===== src/hw/rtl/u8sd_pkg.sv =====
// u8sd_pkg: shared constants and types for the UTF-8 stream decoder.
// No dependencies; used by the front, queue, back and top files and the bench.
package u8sd_pkg;

  localparam int unsigned CpW = 21;

  localparam logic [CpW-1:0] Replacement = 21'h00FFFD;
  localparam logic [CpW-1:0] MaxScalar   = 21'h10FFFF;
  localparam logic [CpW-1:0] SurrLo      = 21'h00D800;
  localparam logic [CpW-1:0] SurrHi      = 21'h00DFFF;

  // Continuation bytes needed in all by an open sequence.
  localparam logic [1:0] NeedNone  = 2'd0;
  localparam logic [1:0] NeedOne   = 2'd1;
  localparam logic [1:0] NeedTwo   = 2'd2;
  localparam logic [1:0] NeedThree = 2'd3;

  // One classified byte: rep_cnt replacement words, then an optional scalar.
  typedef struct packed {
    logic [2:0]     rep_cnt;
    logic           has_cp;
    logic [CpW-1:0] cp;
  } entry_t;

  typedef struct packed {
    logic full;
    logic empty;
  } q_stat_t;

endpackage


===== src/hw/rtl/u8sd_if.sv =====
// u8sd_if: valid/ready channel interfaces of the UTF-8 stream decoder.
// Depends on nothing; byte channel in, code point channel out.
interface u8sd_in_if;
  logic       valid;
  logic       ready;
  logic [7:0] data_byte;
  logic       end_of_stream;

  modport source (output valid, output data_byte, output end_of_stream, input ready);
  modport sink   (input valid, input data_byte, input end_of_stream, output ready);
endinterface

interface u8sd_out_if;
  logic        valid;
  logic        ready;
  logic [20:0] code_point;
  logic        replaced;
  logic        last_of_run;

  modport source (output valid, output code_point, output replaced, output last_of_run,
                  input ready);
  modport sink   (input valid, input code_point, input replaced, input last_of_run,
                  output ready);
endinterface


===== src/hw/rtl/u8sd_front.sv =====
// u8sd_front: accepts bytes, tracks the open sequence, classifies each byte
// into a queue entry. Depends on u8sd_pkg and u8sd_in_if.
module u8sd_front (
  input  logic               clk_i,
  input  logic               rst_ni,
  u8sd_in_if.sink            in_i,
  input  u8sd_pkg::q_stat_t  stat_i,
  output logic               push_o,
  output u8sd_pkg::entry_t   entry_o
);

  logic [1:0]  need_q, need_d;
  logic [1:0]  held_q, held_d;
  logic [20:0] part_q, part_d;
  logic        accept;

  assign in_i.ready = !stat_i.full;
  assign accept     = in_i.valid && in_i.ready;

  always_comb begin
    logic [7:0]  b;
    logic        fresh;
    logic [20:0] acc;
    logic [1:0]  held_inc;
    logic [2:0]  rep;
    logic        has_cp;
    logic [20:0] cp;
    b        = in_i.data_byte;
    fresh    = 1'b0;
    acc      = {part_q[14:0], b[5:0]};
    held_inc = held_q + 2'd1;
    rep      = 3'd0;
    has_cp   = 1'b0;
    cp       = {13'd0, b};
    need_d   = need_q;
    held_d   = held_q;
    part_d   = part_q;

    if (need_q == u8sd_pkg::NeedNone) begin
      fresh = 1'b1;
    end else if (b[7:6] != 2'b10) begin
      // broken sequence: lead and held bytes each become U+FFFD
      rep    = 3'd1 + {1'b0, held_q};
      fresh  = 1'b1;
      need_d = u8sd_pkg::NeedNone;
      held_d = 2'd0;
      part_d = '0;
    end else if (held_inc == need_q) begin
      if (acc > u8sd_pkg::MaxScalar ||
          (acc >= u8sd_pkg::SurrLo && acc <= u8sd_pkg::SurrHi)) begin
        rep = 3'd1 + {1'b0, need_q};
      end else begin
        has_cp = 1'b1;
        cp     = acc;
      end
      need_d = u8sd_pkg::NeedNone;
      held_d = 2'd0;
      part_d = '0;
    end else begin
      held_d = held_inc;
      part_d = acc;
    end

    if (fresh) begin
      if (!b[7]) begin
        has_cp = 1'b1;
        cp     = {13'd0, b};
      end else if (b[7:5] == 3'b110) begin
        need_d = u8sd_pkg::NeedOne;
        held_d = 2'd0;
        part_d = {16'd0, b[4:0]};
      end else if (b[7:4] == 4'b1110) begin
        need_d = u8sd_pkg::NeedTwo;
        held_d = 2'd0;
        part_d = {17'd0, b[3:0]};
      end else if (b[7:3] == 5'b11110) begin
        need_d = u8sd_pkg::NeedThree;
        held_d = 2'd0;
        part_d = {18'd0, b[2:0]};
      end else begin
        rep = rep + 3'd1;
      end
    end

    // truncation flush
    if (in_i.end_of_stream && need_d != u8sd_pkg::NeedNone) begin
      rep    = rep + 3'd1 + {1'b0, held_d};
      need_d = u8sd_pkg::NeedNone;
      held_d = 2'd0;
      part_d = '0;
    end

    entry_o.rep_cnt = rep;
    entry_o.has_cp  = has_cp;
    entry_o.cp      = cp;
  end

  assign push_o = accept && (entry_o.rep_cnt != 3'd0 || entry_o.has_cp);

  always_ff @(posedge clk_i or negedge rst_ni) begin
    if (!rst_ni) begin
      need_q <= u8sd_pkg::NeedNone;
      held_q <= 2'd0;
      part_q <= '0;
    end else if (accept) begin
      need_q <= need_d;
      held_q <= held_d;
      part_q <= part_d;
    end
  end

endmodule


===== src/hw/rtl/u8sd_queue.sv =====
// u8sd_queue: two-entry queue of classified bytes between front and back.
// Depends on u8sd_pkg.
module u8sd_queue (
  input  logic               clk_i,
  input  logic               rst_ni,
  input  logic               push_i,
  input  u8sd_pkg::entry_t   entry_i,
  input  logic               pop_i,
  output u8sd_pkg::entry_t   head_o,
  output u8sd_pkg::q_stat_t  stat_o
);

  u8sd_pkg::entry_t mem_q [2];
  logic       wr_ptr_q, rd_ptr_q;
  logic [1:0] cnt_q;

  assign head_o       = mem_q[rd_ptr_q];
  assign stat_o.full  = (cnt_q == 2'd2);
  assign stat_o.empty = (cnt_q == 2'd0);

  always_ff @(posedge clk_i) begin
    if (push_i) begin
      mem_q[wr_ptr_q] <= entry_i;
    end
  end

  always_ff @(posedge clk_i or negedge rst_ni) begin
    if (!rst_ni) begin
      wr_ptr_q <= 1'b0;
      rd_ptr_q <= 1'b0;
      cnt_q    <= 2'd0;
    end else begin
      if (push_i) wr_ptr_q <= !wr_ptr_q;
      if (pop_i)  rd_ptr_q <= !rd_ptr_q;
      cnt_q <= cnt_q + {1'b0, push_i} - {1'b0, pop_i};
    end
  end

endmodule


===== src/hw/rtl/u8sd_back.sv =====
// u8sd_back: expands queue entries into output words, one per cycle while out_o
// is ready, through an output register. Depends on u8sd_pkg and u8sd_out_if.
module u8sd_back (
  input  logic               clk_i,
  input  logic               rst_ni,
  input  u8sd_pkg::entry_t   head_i,
  input  u8sd_pkg::q_stat_t  stat_i,
  output logic               pop_o,
  u8sd_out_if.source         out_o
);

  logic        out_valid_q;
  logic [20:0] cp_q;
  logic        repl_q, last_q;
  logic [1:0]  sent_q;

  logic        load, take;
  logic [2:0]  total;
  logic        is_rep, is_last;

  assign load    = !out_valid_q || out_o.ready;
  assign take    = load && !stat_i.empty;
  assign total   = head_i.rep_cnt + {2'd0, head_i.has_cp};
  assign is_rep  = ({1'b0, sent_q} < head_i.rep_cnt);
  assign is_last = ({1'b0, sent_q} + 3'd1 == total);
  assign pop_o   = take && is_last;

  always_ff @(posedge clk_i) begin
    if (take) begin
      cp_q   <= is_rep ? u8sd_pkg::Replacement : head_i.cp;
      repl_q <= is_rep;
      last_q <= is_last;
    end
  end

  always_ff @(posedge clk_i or negedge rst_ni) begin
    if (!rst_ni) begin
      out_valid_q <= 1'b0;
      sent_q      <= 2'd0;
    end else begin
      if (load) out_valid_q <= !stat_i.empty;
      if (take) sent_q <= is_last ? 2'd0 : sent_q + 2'd1;
    end
  end

  assign out_o.valid       = out_valid_q;
  assign out_o.code_point  = cp_q;
  assign out_o.replaced    = repl_q;
  assign out_o.last_of_run = last_q;

endmodule


===== src/hw/rtl/utf8_stream_decoder.sv =====
// utf8_stream_decoder: top level, byte-in / code-point-out UTF-8 decoder.
// Depends on u8sd_pkg, u8sd_if, u8sd_front, u8sd_queue and u8sd_back.
//
// Takes one byte per word on in_i and emits Unicode scalar values on out_o.
// Bytes below 0x80 pass straight through; C0..DF, E0..EF and F0..F7 open
// 2-, 3- and 4-byte sequences, and a completed sequence yields one word.
// Overlong forms are accepted. Any rejected sequence (bad lead, broken
// sequence, surrogate or above 0x10FFFF, or truncation by end_of_stream)
// produces one U+FFFD with replaced=1 per byte it consumed, then decoding
// resumes on the next byte. A byte that only opens or extends a sequence
// produces no word; otherwise last_of_run marks the final word caused by it.
// Rate: one byte per cycle as long as each byte yields at most one word and
// out_o does not stall. A byte that yields k words (k up to 4) keeps the
// output busy for k words, since the back end drives one word per cycle,
// stalls apart, from its output register; the two-entry queue lets the front
// keep taking bytes that produce no word meanwhile. An accepted byte's words
// pass through a queue entry, then the output register. No clearing pass after reset.
module utf8_stream_decoder (
  input  logic         clk_i,
  input  logic         rst_ni,
  u8sd_in_if.sink      in_i,
  u8sd_out_if.source   out_o
);

  u8sd_pkg::entry_t  push_entry;
  u8sd_pkg::entry_t  head;
  u8sd_pkg::q_stat_t stat;
  logic              push, pop;

  // front: sequence state and per-byte classification
  u8sd_front u_front (
    .clk_i   (clk_i),
    .rst_ni  (rst_ni),
    .in_i    (in_i),
    .stat_i  (stat),
    .push_o  (push),
    .entry_o (push_entry)
  );

  // queue decouples byte intake from word delivery
  u8sd_queue u_queue (
    .clk_i   (clk_i),
    .rst_ni  (rst_ni),
    .push_i  (push),
    .entry_i (push_entry),
    .pop_i   (pop),
    .head_o  (head),
    .stat_o  (stat)
  );

  // back: burst expansion and output register
  u8sd_back u_back (
    .clk_i   (clk_i),
    .rst_ni  (rst_ni),
    .head_i  (head),
    .stat_i  (stat),
    .pop_o   (pop),
    .out_o   (out_o)
  );

  // a decoded scalar always closes its byte's run
  a_cp_last: assert property (@(posedge clk_i) disable iff (!rst_ni)
    out_o.valid && !out_o.replaced |-> out_o.last_of_run)
    else $error("scalar word not marked last_of_run");

  // replacement words carry U+FFFD
  a_repl_val: assert property (@(posedge clk_i) disable iff (!rst_ni)
    out_o.valid && out_o.replaced |-> out_o.code_point == u8sd_pkg::Replacement)
    else $error("replacement word with wrong code point");

  // the front never pushes into a full queue
  a_no_overflow: assert property (@(posedge clk_i) disable iff (!rst_ni)
    push |-> !stat.full)
    else $error("queue overflow");

  // the back never pops an empty queue
  a_no_underflow: assert property (@(posedge clk_i) disable iff (!rst_ni)
    pop |-> !stat.empty)
    else $error("queue underflow");

endmodule


===== src/flat_wrapper.sv =====
// flat-port wrapper written by rule: the top's interface ports become plain ports
module utf8_stream_decoder_flat 
  (clk_i, rst_ni, in_i_valid, in_i_data_byte, in_i_end_of_stream, in_i_ready, out_o_valid, out_o_code_point, out_o_replaced, out_o_last_of_run, out_o_ready);
  u8sd_in_if in_i_i ();
  u8sd_out_if out_o_i ();
  input  logic clk_i;
  input  logic rst_ni;
  input wire logic [$bits(in_i_i.valid)-1:0] in_i_valid;
  input wire logic [$bits(in_i_i.data_byte)-1:0] in_i_data_byte;
  input wire logic [$bits(in_i_i.end_of_stream)-1:0] in_i_end_of_stream;
  output wire logic [$bits(in_i_i.ready)-1:0] in_i_ready;
  output wire logic [$bits(out_o_i.valid)-1:0] out_o_valid;
  output wire logic [$bits(out_o_i.code_point)-1:0] out_o_code_point;
  output wire logic [$bits(out_o_i.replaced)-1:0] out_o_replaced;
  output wire logic [$bits(out_o_i.last_of_run)-1:0] out_o_last_of_run;
  input wire logic [$bits(out_o_i.ready)-1:0] out_o_ready;
  assign in_i_i.valid = in_i_valid;
  assign in_i_i.data_byte = in_i_data_byte;
  assign in_i_i.end_of_stream = in_i_end_of_stream;
  assign in_i_ready = in_i_i.ready;
  assign out_o_valid = out_o_i.valid;
  assign out_o_code_point = out_o_i.code_point;
  assign out_o_replaced = out_o_i.replaced;
  assign out_o_last_of_run = out_o_i.last_of_run;
  assign out_o_i.ready = out_o_ready;
  utf8_stream_decoder u_core (.clk_i(clk_i), .rst_ni(rst_ni), .in_i(in_i_i), .out_o(out_o_i));
endmodule

===== config.mk =====
export PLATFORM = sky130hd
export DESIGN_NAME = utf8_stream_decoder_flat
export DESIGN_NICKNAME = d
export VERILOG_FILES = /design/src/hw/rtl/u8sd_pkg.sv /design/src/hw/rtl/u8sd_if.sv /design/src/hw/rtl/u8sd_front.sv /design/src/hw/rtl/u8sd_queue.sv /design/src/hw/rtl/u8sd_back.sv /design/src/hw/rtl/utf8_stream_decoder.sv /design/src/flat_wrapper.sv
export SDC_FILE = /design/constraint.sdc
export NUM_CORES = 1
export LEC_CHECK = 0
export BUFFER_PORTS_ARGS = -buffer_cell sky130_fd_sc_hd__buf_2
export CAP_MARGIN = 25
export CORE_ASPECT_RATIO = 1.25
export CORE_MARGIN = 8
export CORE_UTILIZATION = 55
export DETAILED_ROUTE_END_ITERATION = 6
export PLACE_DENSITY = 0.84
export SLEW_MARGIN = 20
export SYNTH_ARGS = -nofsm -noshare
export SYNTH_HDL_FRONTEND = slang
export SYNTH_SLANG_ARGS = --single-unit

===== constraint.sdc =====
create_clock -name clk_i -period 5.6 [get_ports clk_i]
set_clock_uncertainty 0.2 [all_clocks]
set_input_delay 1.12 -clock clk_i [delete_from_list [all_inputs] [get_ports clk_i]]
set_output_delay 1.12 -clock clk_i [all_outputs]
set_load 0.01 [all_outputs]

# Yosys cells after proc, flatten, opt, wreduce, memory -nomap -nowiden
# Memories as Yosys holds them, arrays and structs flattened.
# Cells that the tools add are included.
# classes
addsub,11
magnitude_cmp,4
eq_ne,7
mux,54
reduce_logical,18
# ops
operator,count
$mux 21,15
$mux 2,19
$mux 3,10
$ge 21x16->1 const B,1
$gt 21x21->1 const B,1
$le 21x16->1 const B,1
$mux 1,10
$add 1x2->3 const A,2
$add 3x1->3 const B,2
$logic_and 1x1->1,6
$eq 5x5->1 const B,1
$logic_not 1->1,5
$add 2x1->2 const B,2
$eq 4x4->1 const B,1
$logic_not 2->1,2
$add 2x1->3 const B,1
$add 3x1->3,1
$add 3x2->3,1
$eq 3x3->1,1
$eq 3x3->1 const B,1
$logic_or 1x1->1,3
$lt 2x3->1,1
$reduce_bool 3->1,1
$add 2x1->2,1
5 further kinds,5
# word_totals
register_bits,55
mem_bits_rw,50
input_bits,13
mem_count,1
# memory_table
memory,words,width,read_ports,rd_clocked_by_memory_dff,wr,line_no,source
u_core.u_queue.mem_q,2,25,1,0,1,u8sd_queue.sv:13,u8sd_pkg::entry_t mem_q [2];

# Logic depth before layout (Yosys ltp)
# Gate-level depths: netlist (run 1).
# depth
ltp_word,21
mapped_depth,18
ltp_nobuf,17

# By module
# Synthesis (run 1) repeated with hierarchy kept, for this count alone.
# unflattened
cells_unflattened,316
hier_area_um2,4614.4
# modules_own_cells
module,instances,cells_per_inst,area_each_um2,seq_area_each_um2
u8sd_queue,1,93,2102.0,1601.5
u8sd_front,1,150,1401.3,475.5
u8sd_back,1,73,1111.1,765.7

# Least setup slack after synthesis (run 1)
# OpenSTA, ideal clock, no wires.
# synth_path
kind,input port to flip-flop
from,input port in_i_data_byte[6]
to,"memory u_core.u_queue.mem_q[0][0] (netlist bit), enable pin"
setup_ns,0.407
arrival_ns,4.569
t_required_ns,4.993
setup_slack_ns,0.424
cell_stages,11
cell_sequence,clkbuf_1 or4bb_1 o22ai_1 o211a_4 ha_1 mux2_2 fa_1 o211ai_1 xnor2_1 o41ai_4 nor2_1
# synth_rtl
element,line_no,source
start: declaration,flat_wrapper.sv:9,input wire logic [$bits(in_i_i.data_byte)-1:0] in_i_data_byte;
end: declaration,u8sd_queue.sv:13,

==> impl_metrics.toml, run 1 <==
[status]
outcome = "complete, no violations"

[min_path]
holdCritPathClass = "reg2reg"

[final_layout]
num-nets-final = 375
nFillCells = 595
fin_util_pct = 62.7
multi_input_area_um2 = 1420
syn_to_final_growth_pct = 11.9
num_antenna_cells = 0
drive_above_1_share_pct = 19.7
regArea_um2 = 2840

[clock_network]
post_cts_buffers = 0
cts_buffers = 9
ctsHoldBuffers = 0
cts_resized = 0
tritoncts = "built"
cts-root-buf = "clkbuf_8"
clkTransAtPathRegs_ns = 0.09
cts_sinks = 99
insertion_delay_ns = 0.36
htree_levels = 3
cts_buffer_depth = 2

[yosys]
ys_seq_area_share_pct = 65.5
synth_xor_area_share_pct = 2.80
synth_ff_type = "edfxtp_1"
synthAdderAreaFrac_pct = 3.63
synth_cells = 308
yosysWarnings = 0
synthSimpleGateAreaFrac_pct = 9.74
synth_enable_flop_cells = 73
yosys_register_bits = 99
synth_area_leaders = "edfxtp_1 (50%), dfrtp_1 (15%), mux2i_1 (5.3%)"
synth_top_family_by_area = "simple AND/OR/NAND/NOR gates"
synthArstFlopShare_pct = 26.3
syn-num-nets = 333
synthMostInstantiatedCell = "edfxtp_1"
netlist_area_um2 = 4340
synth_largest_area_cell = "edfxtp_1"
synth.avg_cell_area_um2 = 14.1
yosys-top-cells-count = "edfxtp_1 (73), nand2_1 (29), dfrtp_1 (26)"
synth_compound_area_share_pct = 9.68
synth_top_area_share_pct = 50.5
yosysUniqueCellTypes = 50
yosys-mux-area-fraction_pct = 6.74

[timing]
setup_viol = 0
finalSetupTns_ns = 0
maxSlewViolCount = 0
max_slew_margin_pct = 42.6
period_share_pct = 84.7
fin_crit_ns = 4.74
hold_viol = 0
fin_ws_ns = 0.858
rsz0062_at_grt = "false"
max_freq_mhz = 211
holdWs_ns = 0.309
tightest_slew_ns = 0.860

[global_routing]
antenna_found_initial = 0
grt_pass1_wl_um = 12600
grt_pass1_vias = 2580
grt_max_degree = 27
overflow = 0
track_usage_pct = 15.3

[worst_setup_path]
critical_path_required_ns = 5.69
slowest_delay_ns = 0.57
cp_data_arrival_time_ns = 4.83
path_class = "reg2reg"
crit_slowest_cell = "or4_4"
cp_top_family = "compound AO/OA/AOI/OAI gates"
path_max_fanout = 7
crit_path_start_kind = "flip-flop"
crit_path_frequent_cell = "ha_1"
cp-end-kind = "flip-flop"
cp_num_buf_inv = 1
cp_cell_sequence = "or4_4 > o41ai_4 > a41o_1 > ha_1 > mux2_2 > fa_1 > mux2_4 > o41ai_4 > ha_1 > inv_1 > ha_1 > xnor2_1 > xnor2_1"

[drt]
post_drt_wl_per_cell_um = 17.4
routed_via_density = 5.72
drt_iter0_drc = 115
routedLengthMet1_um = 3240
drt-total-wl_um = 7840
routed.top_layer = "met4"
antenna_left = 0
drc = 0
first_pass_iters = 4
wl_met2_um = 3930
met3_length_um = 442
vias = 2574

[placed_design]
port_buffers = 37
hpwl_um = 5750
place.gp.congestion = 0.997
pre_cts_ws_ns = 0.508

[die]
rows = 36
core_area_um2 = 7750
die-area_um2 = 11000
die_h_um = 115
start_util_pct = 56.0
die_x_um = 95.5
boundaryPins = 38

[power]
power.leakage_nw = 1.93
powerDensity_nw_per_um2 = 494
fin_total_pwr_mw = 2.40
peakVddDrop_mv = 0.215

[job]
cap_violations = 0
[worst register-to-register path: stages (launching register included)]
cell and delay, ns:
dfrtp_1 0.46, or4_4 0.57, o41ai_4 0.56, a41o_1 0.29, ha_1 0.23, mux2_2 0.30, fa_1 0.49, mux2_4 0.30
o41ai_4 0.50, ha_1 0.32, inv_1 0.05, ha_1 0.15, xnor2_1 0.14, xnor2_1 0.13
[where the power goes]
group	internal [mW]	switching [mW]	total, mW
sequential	1.05	0.108	1.16
clock	0.252	0.230	0.482
combinational	0.304	0.457	0.762
total	1.60	0.795	2.40
[layout make-up]
cell class	count	area share [%]
well taps	95	2.45
clock buffers	10	2.63
flip-flops and latches	99	58.5
inverters	12	0.927
clock inverters	6	1.85
multi-input cells	187	29.2
repair buffers	41	4.43
[metrics by stage]
step	cells	area [um2]
3_5_place_dp	433	4630
2_1_floorplan	308	4340
3_3_place_gp	433	4630
6_report	450	4860
5_1_grt	450	4860
4_1_cts	449	4850
[flip-flops by register name, summed over array words and instances (netlist names)]
register,flops
u_core.u_back.out_o.replaced,1
u_core.u_queue.cnt_q,2
u_core.u_back.out_o.code_point,21
u_core.u_queue.rd_ptr_q,1
u_core.u_back.out_o.last_of_run,1
u_core.u_queue.mem_q,50
u_core.u_queue.wr_ptr_q,1
u_core.u_front.need_q,2
u_core.u_front.held_q,2
u_core.u_front.part_q,15
u_core.u_back.sent_q,2
u_core.u_back.out_o.valid,1
[logic make-up after synthesis]
| kind of cell | count (synthesis) |
|---|---|
| DFF | 99 |
| and+or+nand+nor | 85 |
| adders and majority gates | 12 |
| AOI/OAI and AO/OA | 49 |
| muxes | 28 |
| xor gates and xnor gates | 13 |
| buffers and inverters | 22 |
[final timing paths]
| path | slack, ns | endpoint | cells past startpoint | start |
|---|---|---|---|---|
| max | 0.86 | u_core.u_queue.cnt_q[1]$_DFF_PN0_ | 13 | u_core.u_front.part_q[10]$_DFFE_PN0P_ |
| max in group asynchronous | 4.25 | u_core.u_front.part_q[13]$_DFFE_PN0P_ | 1 | rst_ni |
| min in group asynchronous | 0.56 | u_core.u_front.need_q[1]$_DFFE_PN0P_ | 1 | rst_ni |
| min reg2reg | 0.31 | u_core.u_back.out_o.valid$_DFFE_PN0P_ | 2 | u_core.u_back.out_o.valid$_DFFE_PN0P_ |
| min | 0.31 | u_core.u_back.out_o.valid$_DFFE_PN0P_ | 2 | u_core.u_back.out_o.valid$_DFFE_PN0P_ |
| max reg2reg | 0.86 | u_core.u_queue.cnt_q[1]$_DFF_PN0_ | 13 | u_core.u_front.part_q[10]$_DFFE_PN0P_ |
[layer usage]
layer | track usage, % | vias to the layer above
met4 | 8.94 | 0
met2 | 25.4 | 80
met5 | 0 | -
li1 | - | 1222
met3 | 3.66 | 17
met1 | 17.6 | 1255
[cell usage in the layout, fill, tap and decap left out, types with 3 or more instances in the layout]
master / instances
o21ai_0: 11
mux2_2: 3
nand2_1: 29
dfrtp_1: 26
xnor2_1: 7
nor3_1: 5
a22o_1: 14
buf_4: 4
buf_2: 37
clkbuf_8: 9
ha_1: 11
edfxtp_1: 73
nand2b_1: 6
clkinv_4: 3
inv_1: 11
xor2_1: 5
nor2_1: 16
and2_1: 14
mux2i_1: 23
Power figures use the tool's default switching activity.
==> run 2: changes to the inputs <==
--- a/config.mk
+++ b/config.mk
@@ -9,9 +9,9 @@
 export CAP_MARGIN = 25
 export CORE_ASPECT_RATIO = 1.25
 export CORE_MARGIN = 8
-export CORE_UTILIZATION = 55
+export CORE_UTILIZATION = 53
 export DETAILED_ROUTE_END_ITERATION = 6
-export PLACE_DENSITY = 0.84
+export PLACE_DENSITY = 0.85
 export SLEW_MARGIN = 20
 export SYNTH_ARGS = -nofsm -noshare
 export SYNTH_HDL_FRONTEND = slang
==> constraint.sdc (replaced) <==
create_clock -name clk_i -period 4.35 [get_ports clk_i]
set_clock_uncertainty 0.2 [all_clocks]
set_input_delay 0.87 -clock clk_i [delete_from_list [all_inputs] [get_ports clk_i]]
set_output_delay 0.87 -clock clk_i [all_outputs]
set_load 0.01 [all_outputs]
==> impl_metrics.toml, run 2 (synthesis gave the netlist of run 1 again) <==
[die]
rows = 37
die_x_um = 97.0
core_area_um2 = 8100
start_util_pct = 53.6
die_h_um = 117
boundaryPins = 38
die-area_um2 = 11400

[worst_setup_path]
cp.depth = 14
path_class = "reg2reg"
timing.rr.start = "u_core.u_front.part_q[10]$_DFFE_PN0P_"
cp_top_family = "adder cells"
path_max_fanout = 4
slowest_delay_ns = 0.56
regToRegSetupSlack_ns = 0.20
worstRegToRegCells = 14
crit_path_start_kind = "flip-flop"
r2r_end = "u_core.u_queue.cnt_q[1]$_DFF_PN0_"
critical_path_required_ns = 4.43
cp_data_arrival_time_ns = 4.22
cp_num_buf_inv = 1
cp-end-kind = "flip-flop"
crit_slowest_cell = "or4_4"
cp_cell_sequence = "or4_4 > o41ai_4 > a41o_1 > ha_1 > mux2_4 > fa_1 > o211ai_1 > xnor2_1 > o41ai_4 > ha_1 > inv_1 > ha_2 > xnor2_2 > xnor2_1"

[timing]
setup_viol = 0
fin_crit_ns = 4.15
max_freq_mhz = 241
period_share_pct = 95.3
finalSetupTns_ns = 0
tightest_slew_ns = 1.01
max_slew_margin_pct = 32.2
rsz0062_at_grt = "false"
maxSlewViolCount = 0
hold_viol = 0

[drt]
post_drt_wl_per_cell_um = 17.5
routed_via_density = 5.63
drt-total-wl_um = 8020
drc = 0
antenna_left = 0
first_pass_iters = 4
drt_iter0_drc = 143
vias = 2585

[clock_network]
tritoncts = "built"
cts_buffer_depth = 2
cts_resized = 0
insertion_delay_ns = 0.35
cts_sinks = 99
post_cts_buffers = 0
clkTransAtPathRegs_ns = 0.09
htree_levels = 3
cts_buffers = 9
cts-root-buf = "clkbuf_8"
ctsHoldBuffers = 0

[power]
peakVddDrop_mv = 0.287
powerDensity_nw_per_um2 = 635
power.leakage_nw = 1.97

[global_routing]
overflow = 0
track_usage_pct = 14.7
grt_max_degree = 27
grt_pass1_vias = 2659
antenna_found_initial = 0
grt_pass1_wl_um = 13100

[min_path]
holdCritPathClass = "reg2reg"
min_from = "u_core.u_back.out_o.valid$_DFFE_PN0P_"
hold_depth = 2
holdPathEnd = "u_core.u_back.out_o.valid$_DFFE_PN0P_"

[final_layout]
largest_reg_flops = 50
nFillCells = 591
regMostFlops = "u_core.u_queue.mem_q"
num-nets-final = 382
final_common_cell = "edfxtp_1"
final_cell_mix = "edfxtp_1 (73), buf_2 (37), nand2_1 (29), dfrtp_1 (26), mux2i_1 (23)"
syn_to_final_growth_pct = 13.8
drive_above_1_share_pct = 22.1
fin_area_um2 = 4940
num_antenna_cells = 0

[placed_design]
hpwl_um = 5790
placed_area_um2 = 4740
place.gp.congestion = 0.882
port_buffers = 37

[status]
outcome = "complete, no violations"

[job]
cap_violations = 0
-- run 2: changes by cell type in the layout (fill, tap and decap cells not counted), moves of 2 or more --
cell | before | now
clkinv_4 | 3 | 0
inv_6 | 0 | 2
buf_12 | 0 | 2
buf_4 | 4 | 9
-- run 2: per-stage QoR --
step	hold slack, ns	util (%)	setup WS [ns]	std cells	total power [mW]
2_1_floorplan	0.269	-	-0.0101	308	2.22
3_3_place_gp	0.277	58.5	0.0874	443	2.52
3_5_place_dp	0.281	58.5	0.00340	443	2.58
4_1_cts	0.305	61.0	0.0979	459	3.17
5_1_grt	0.326	61.0	0.00514	459	3.32
6_report	0.303	61.0	0.203	459	3.14
-- run 2: cell type report --
| type | count | area, um2 | share of cell area [%] |
|---|---|---|---|
| flip-flops and latches | 99 | 2840 | 57.5 |
| multi-input cells | 187 | 1440 | 29.1 |
| repair buffers | 48 | 293 | 5.92 |
| clock buffers | 11 | 141 | 2.86 |
| well taps | 97 | 121 | 2.46 |
| clock inverters | 5 | 58.8 | 1.19 |
| inverters | 12 | 45.0 | 0.911 |
-- run 2: where the power goes --
part / switching [mW] / total [mW] / internal [mW]
clock: 0.301 / 0.585 / 0.284
combinational: 0.646 / 1.09 / 0.439
sequential: 0.120 / 1.47 / 1.35
-- run 2: worst register-to-register path, cell delays in order (launching register included) --
cell and delay, ns:
dfrtp_1 0.43, or4_4 0.56, o41ai_4 0.33, a41o_1 0.28, ha_1 0.25, mux2_4 0.28
fa_1 0.36, o211ai_1 0.11, xnor2_1 0.16, o41ai_4 0.33, ha_1 0.28, inv_1 0.06
ha_2 0.19, xnor2_2 0.12, xnor2_1 0.13
-- run 2: worst max-delay path by stage --
stage	slack (ns)	from	to
2_1_floorplan	-0.01	in_i_data_byte[6]	u_core.u_queue.mem_q[0][0]$_DFFE_PP_
3_3_place_gp	0.09	in_i_data_byte[6]	u_core.u_queue.cnt_q[1]$_DFF_PN0_
3_5_place_dp	0.003	in_i_data_byte[6]	u_core.u_queue.cnt_q[1]$_DFF_PN0_
4_1_cts	0.1	u_core.u_front.part_q[10]$_DFFE_PN0P_	u_core.u_queue.cnt_q[1]$_DFF_PN0_
5_1_grt	0.005	u_core.u_front.part_q[10]$_DFFE_PN0P_	u_core.u_queue.cnt_q[1]$_DFF_PN0_
6_report	0.20	u_core.u_front.part_q[10]$_DFFE_PN0P_	u_core.u_queue.cnt_q[1]$_DFF_PN0_
-- run 2: per-layer routing --
metal	global-route usage [%]	vias up	part of all wire, %	wire (um)
li1	-	1237	-	-
met1	16.2	1283	42	3360
met2	25.3	53	51	4120
met3	4.05	12	4.7	378
met4	8.32	0	2.1	167
met5	0	-	0	0
==> run 3: changes to the inputs <==
--- a/config.mk
+++ b/config.mk
@@ -9,9 +9,9 @@
 export CAP_MARGIN = 25
 export CORE_ASPECT_RATIO = 1.25
 export CORE_MARGIN = 8
-export CORE_UTILIZATION = 53
+export CORE_UTILIZATION = 55
 export DETAILED_ROUTE_END_ITERATION = 6
-export PLACE_DENSITY = 0.85
+export PLACE_DENSITY = 0.84
 export SLEW_MARGIN = 20
 export SYNTH_ARGS = -nofsm -noshare
 export SYNTH_HDL_FRONTEND = slang
==> constraint.sdc (replaced) <==
create_clock -name clk_i -period 4.05 [get_ports clk_i]
set_clock_uncertainty 0.2 [all_clocks]
set_input_delay 0.81 -clock clk_i [delete_from_list [all_inputs] [get_ports clk_i]]
set_output_delay 0.81 -clock clk_i [all_outputs]
set_load 0.01 [all_outputs]
==> impl_metrics.toml, run 3 (synthesis gave the netlist of run 1 again) <==
[placed_design]
hpwl_um = 6190
port_buffers = 37
dp_cells = 462
place.gp.congestion = 0.906

[global_routing]
overflow = 0
grt_max_degree = 27
track_usage_pct = 17.6
antenna_found_initial = 0
grt_pass1_wl_um = 14600
grt_pass1_vias = 2890

[timing]
maxSlewViolCount = 0
setup_viol = 6
fin_ws_ns = -0.0239
hold_viol = 0
fin_crit_ns = 4.07
tightest_slew_ns = 0.886
rsz0062_at_grt = "true"
holdWs_ns = 0.267
period_share_pct = 101
max_slew_margin_pct = 40.4
max_freq_mhz = 245

[worst_setup_path]
path_max_fanout = 5
crit_path_start_kind = "flip-flop"
cp_data_arrival_time_ns = 3.95
critical_path_required_ns = 3.93
cp-end-kind = "flip-flop"
path_class = "reg2reg"

[die]
die-area_um2 = 11000
die_x_um = 95.5
start_util_pct = 56.0
core_area_um2 = 7750
rows = 36
boundaryPins = 38
die_h_um = 115

[clock_network]
cts_buffers = 9
htree_levels = 3
tritoncts = "built"
cts_buffer_depth = 2
cts-root-buf = "clkbuf_8"
insertion_delay_ns = 0.36
clkTransAtPathRegs_ns = 0.09
cts_sinks = 99

[drt]
vias = 2818
drt-total-wl_um = 9600
routed_via_density = 5.73
drc = 0
post_drt_wl_per_cell_um = 19.5
drt_iter0_drc = 174
antenna_left = 0
first_pass_iters = 7

[status]
failed_checks = "negative setup slack"
outcome = "finished, violations left"

[final_layout]
syn_to_final_growth_pct = 23.3
drive_above_1_share_pct = 30.2
num-nets-final = 417
regMostFlops = "u_core.u_queue.mem_q"
final_cell_mix = "edfxtp_1 (73), buf_2 (37), buf_4 (35), nand2_1 (29), dfrtp_1 (26)"
largest_reg_flops = 50
num_antenna_cells = 0
stdcell_count = 492
final_common_cell = "edfxtp_1"
nFillCells = 510

[power]
power.leakage_nw = 2.18
powerDensity_nw_per_um2 = 698
p_clk_share_pct = 20.2
fin_total_pwr_mw = 3.74
peakVddDrop_mv = 0.388
combPwrFrac_pct = 37.1
p_seq_share_pct = 42.6
p_sw_share_pct = 34.0
intPower_mw = 2.47
p_switching_mw = 1.27

[job]
cap_violations = 0

[min_path]
holdCritPathClass = "in2async"
==> run 3: power groups by stage <==
stage | sequential [mW] | clock, mW | combinational, mW
after detailed placement | 1.60 | 0 | 1.22
after global routing | 1.62 | 0.802 | 1.52
after floorplan | 1.62 | 0 | 0.791
after CTS | 1.59 | 0.757 | 1.29
after global placement | 1.58 | 0 | 1.16
final | 1.59 | 0.757 | 1.39
==> run 3: metal layers <==
layer,global-route usage (%),vias up,share of wire [%]
met2,31.1,99,55
met5,0,-,0
met3,4.25,16,5.6
li1,-,1308,-
met4,7.09,0,2.2
met1,19.6,1395,38
==> run 3: path summary, 6_finish.rpt <==
path | start | to | slack [ns] | cells past startpoint
worst max register to register | u_core.u_front.part_q[10]$_DFFE_PN0P_ | u_core.u_queue.mem_q[0][19]$_DFFE_PP_ | -0.02 | 14
max in group asynchronous | rst_ni | u_core.u_front.part_q[10]$_DFFE_PN0P_ | 2.94 | 1
worst min register to register | u_core.u_queue.cnt_q[1]$_DFF_PN0_ | u_core.u_queue.cnt_q[1]$_DFF_PN0_ | 0.33 | 1
worst min-delay path | rst_ni | u_core.u_front.need_q[0]$_DFFE_PN0P_ | 0.27 | 1
min in group clk_i | u_core.u_queue.cnt_q[1]$_DFF_PN0_ | u_core.u_queue.cnt_q[1]$_DFF_PN0_ | 0.33 | 1
worst max-delay path | u_core.u_front.part_q[10]$_DFFE_PN0P_ | u_core.u_queue.mem_q[0][19]$_DFFE_PP_ | -0.02 | 14
==> run 3: layout make-up <==
type / instances / area [um2] / share of cell area, %
clock buffer: 10 / 128 / 2.38
clock inverter: 6 / 111 / 2.08
inverter: 12 / 45.0 / 0.842
multi-input combinational: 189 / 1520 / 28.4
sequential: 99 / 2840 / 53.1
tap: 95 / 119 / 2.22
timing repair buffer: 81 / 589 / 11.0
==> run 3: worst max-delay path, cell delays in order (launching register included) <==
cell and delay, ns:
dfrtp_1 0.39, or4_4 0.54, o41ai_4 0.34, a41o_1 0.30
ha_4 0.22, mux2_4 0.28, fa_2 0.33, o211ai_1 0.13
xnor2_2 0.19, o41ai_4 0.12, buf_6 0.15, buf_6 0.12
buf_6 0.11, nor2_4 0.18, clkbuf_16 0.19
==> run 3: stage by stage <==
step                setup slack (ns)  util (%)  area (um2)  setup TNS (ns)
floorplan                     -0.259         -        4420          -0.384
global placement              -0.220      63.3        4900          -11.08
finish                       -0.0239      69.1        5350          -0.113
detailed placement            -0.300      63.3        4900          -15.30
global route                  -0.143      69.1        5350           -2.39
CTS                           -0.119      67.5        5230           -2.72
==> run 3: timing repair <==
item / in CTS / in global routing
hold endpoints to repair: 0 / 0
setup buffers: 6 / 5
pin swaps: 4 / 3
hold buffers: 0 / 0
setup endpoints to repair: 52 / 52
gates resized for setup: 1 / 9
gates cloned: 2 / 1
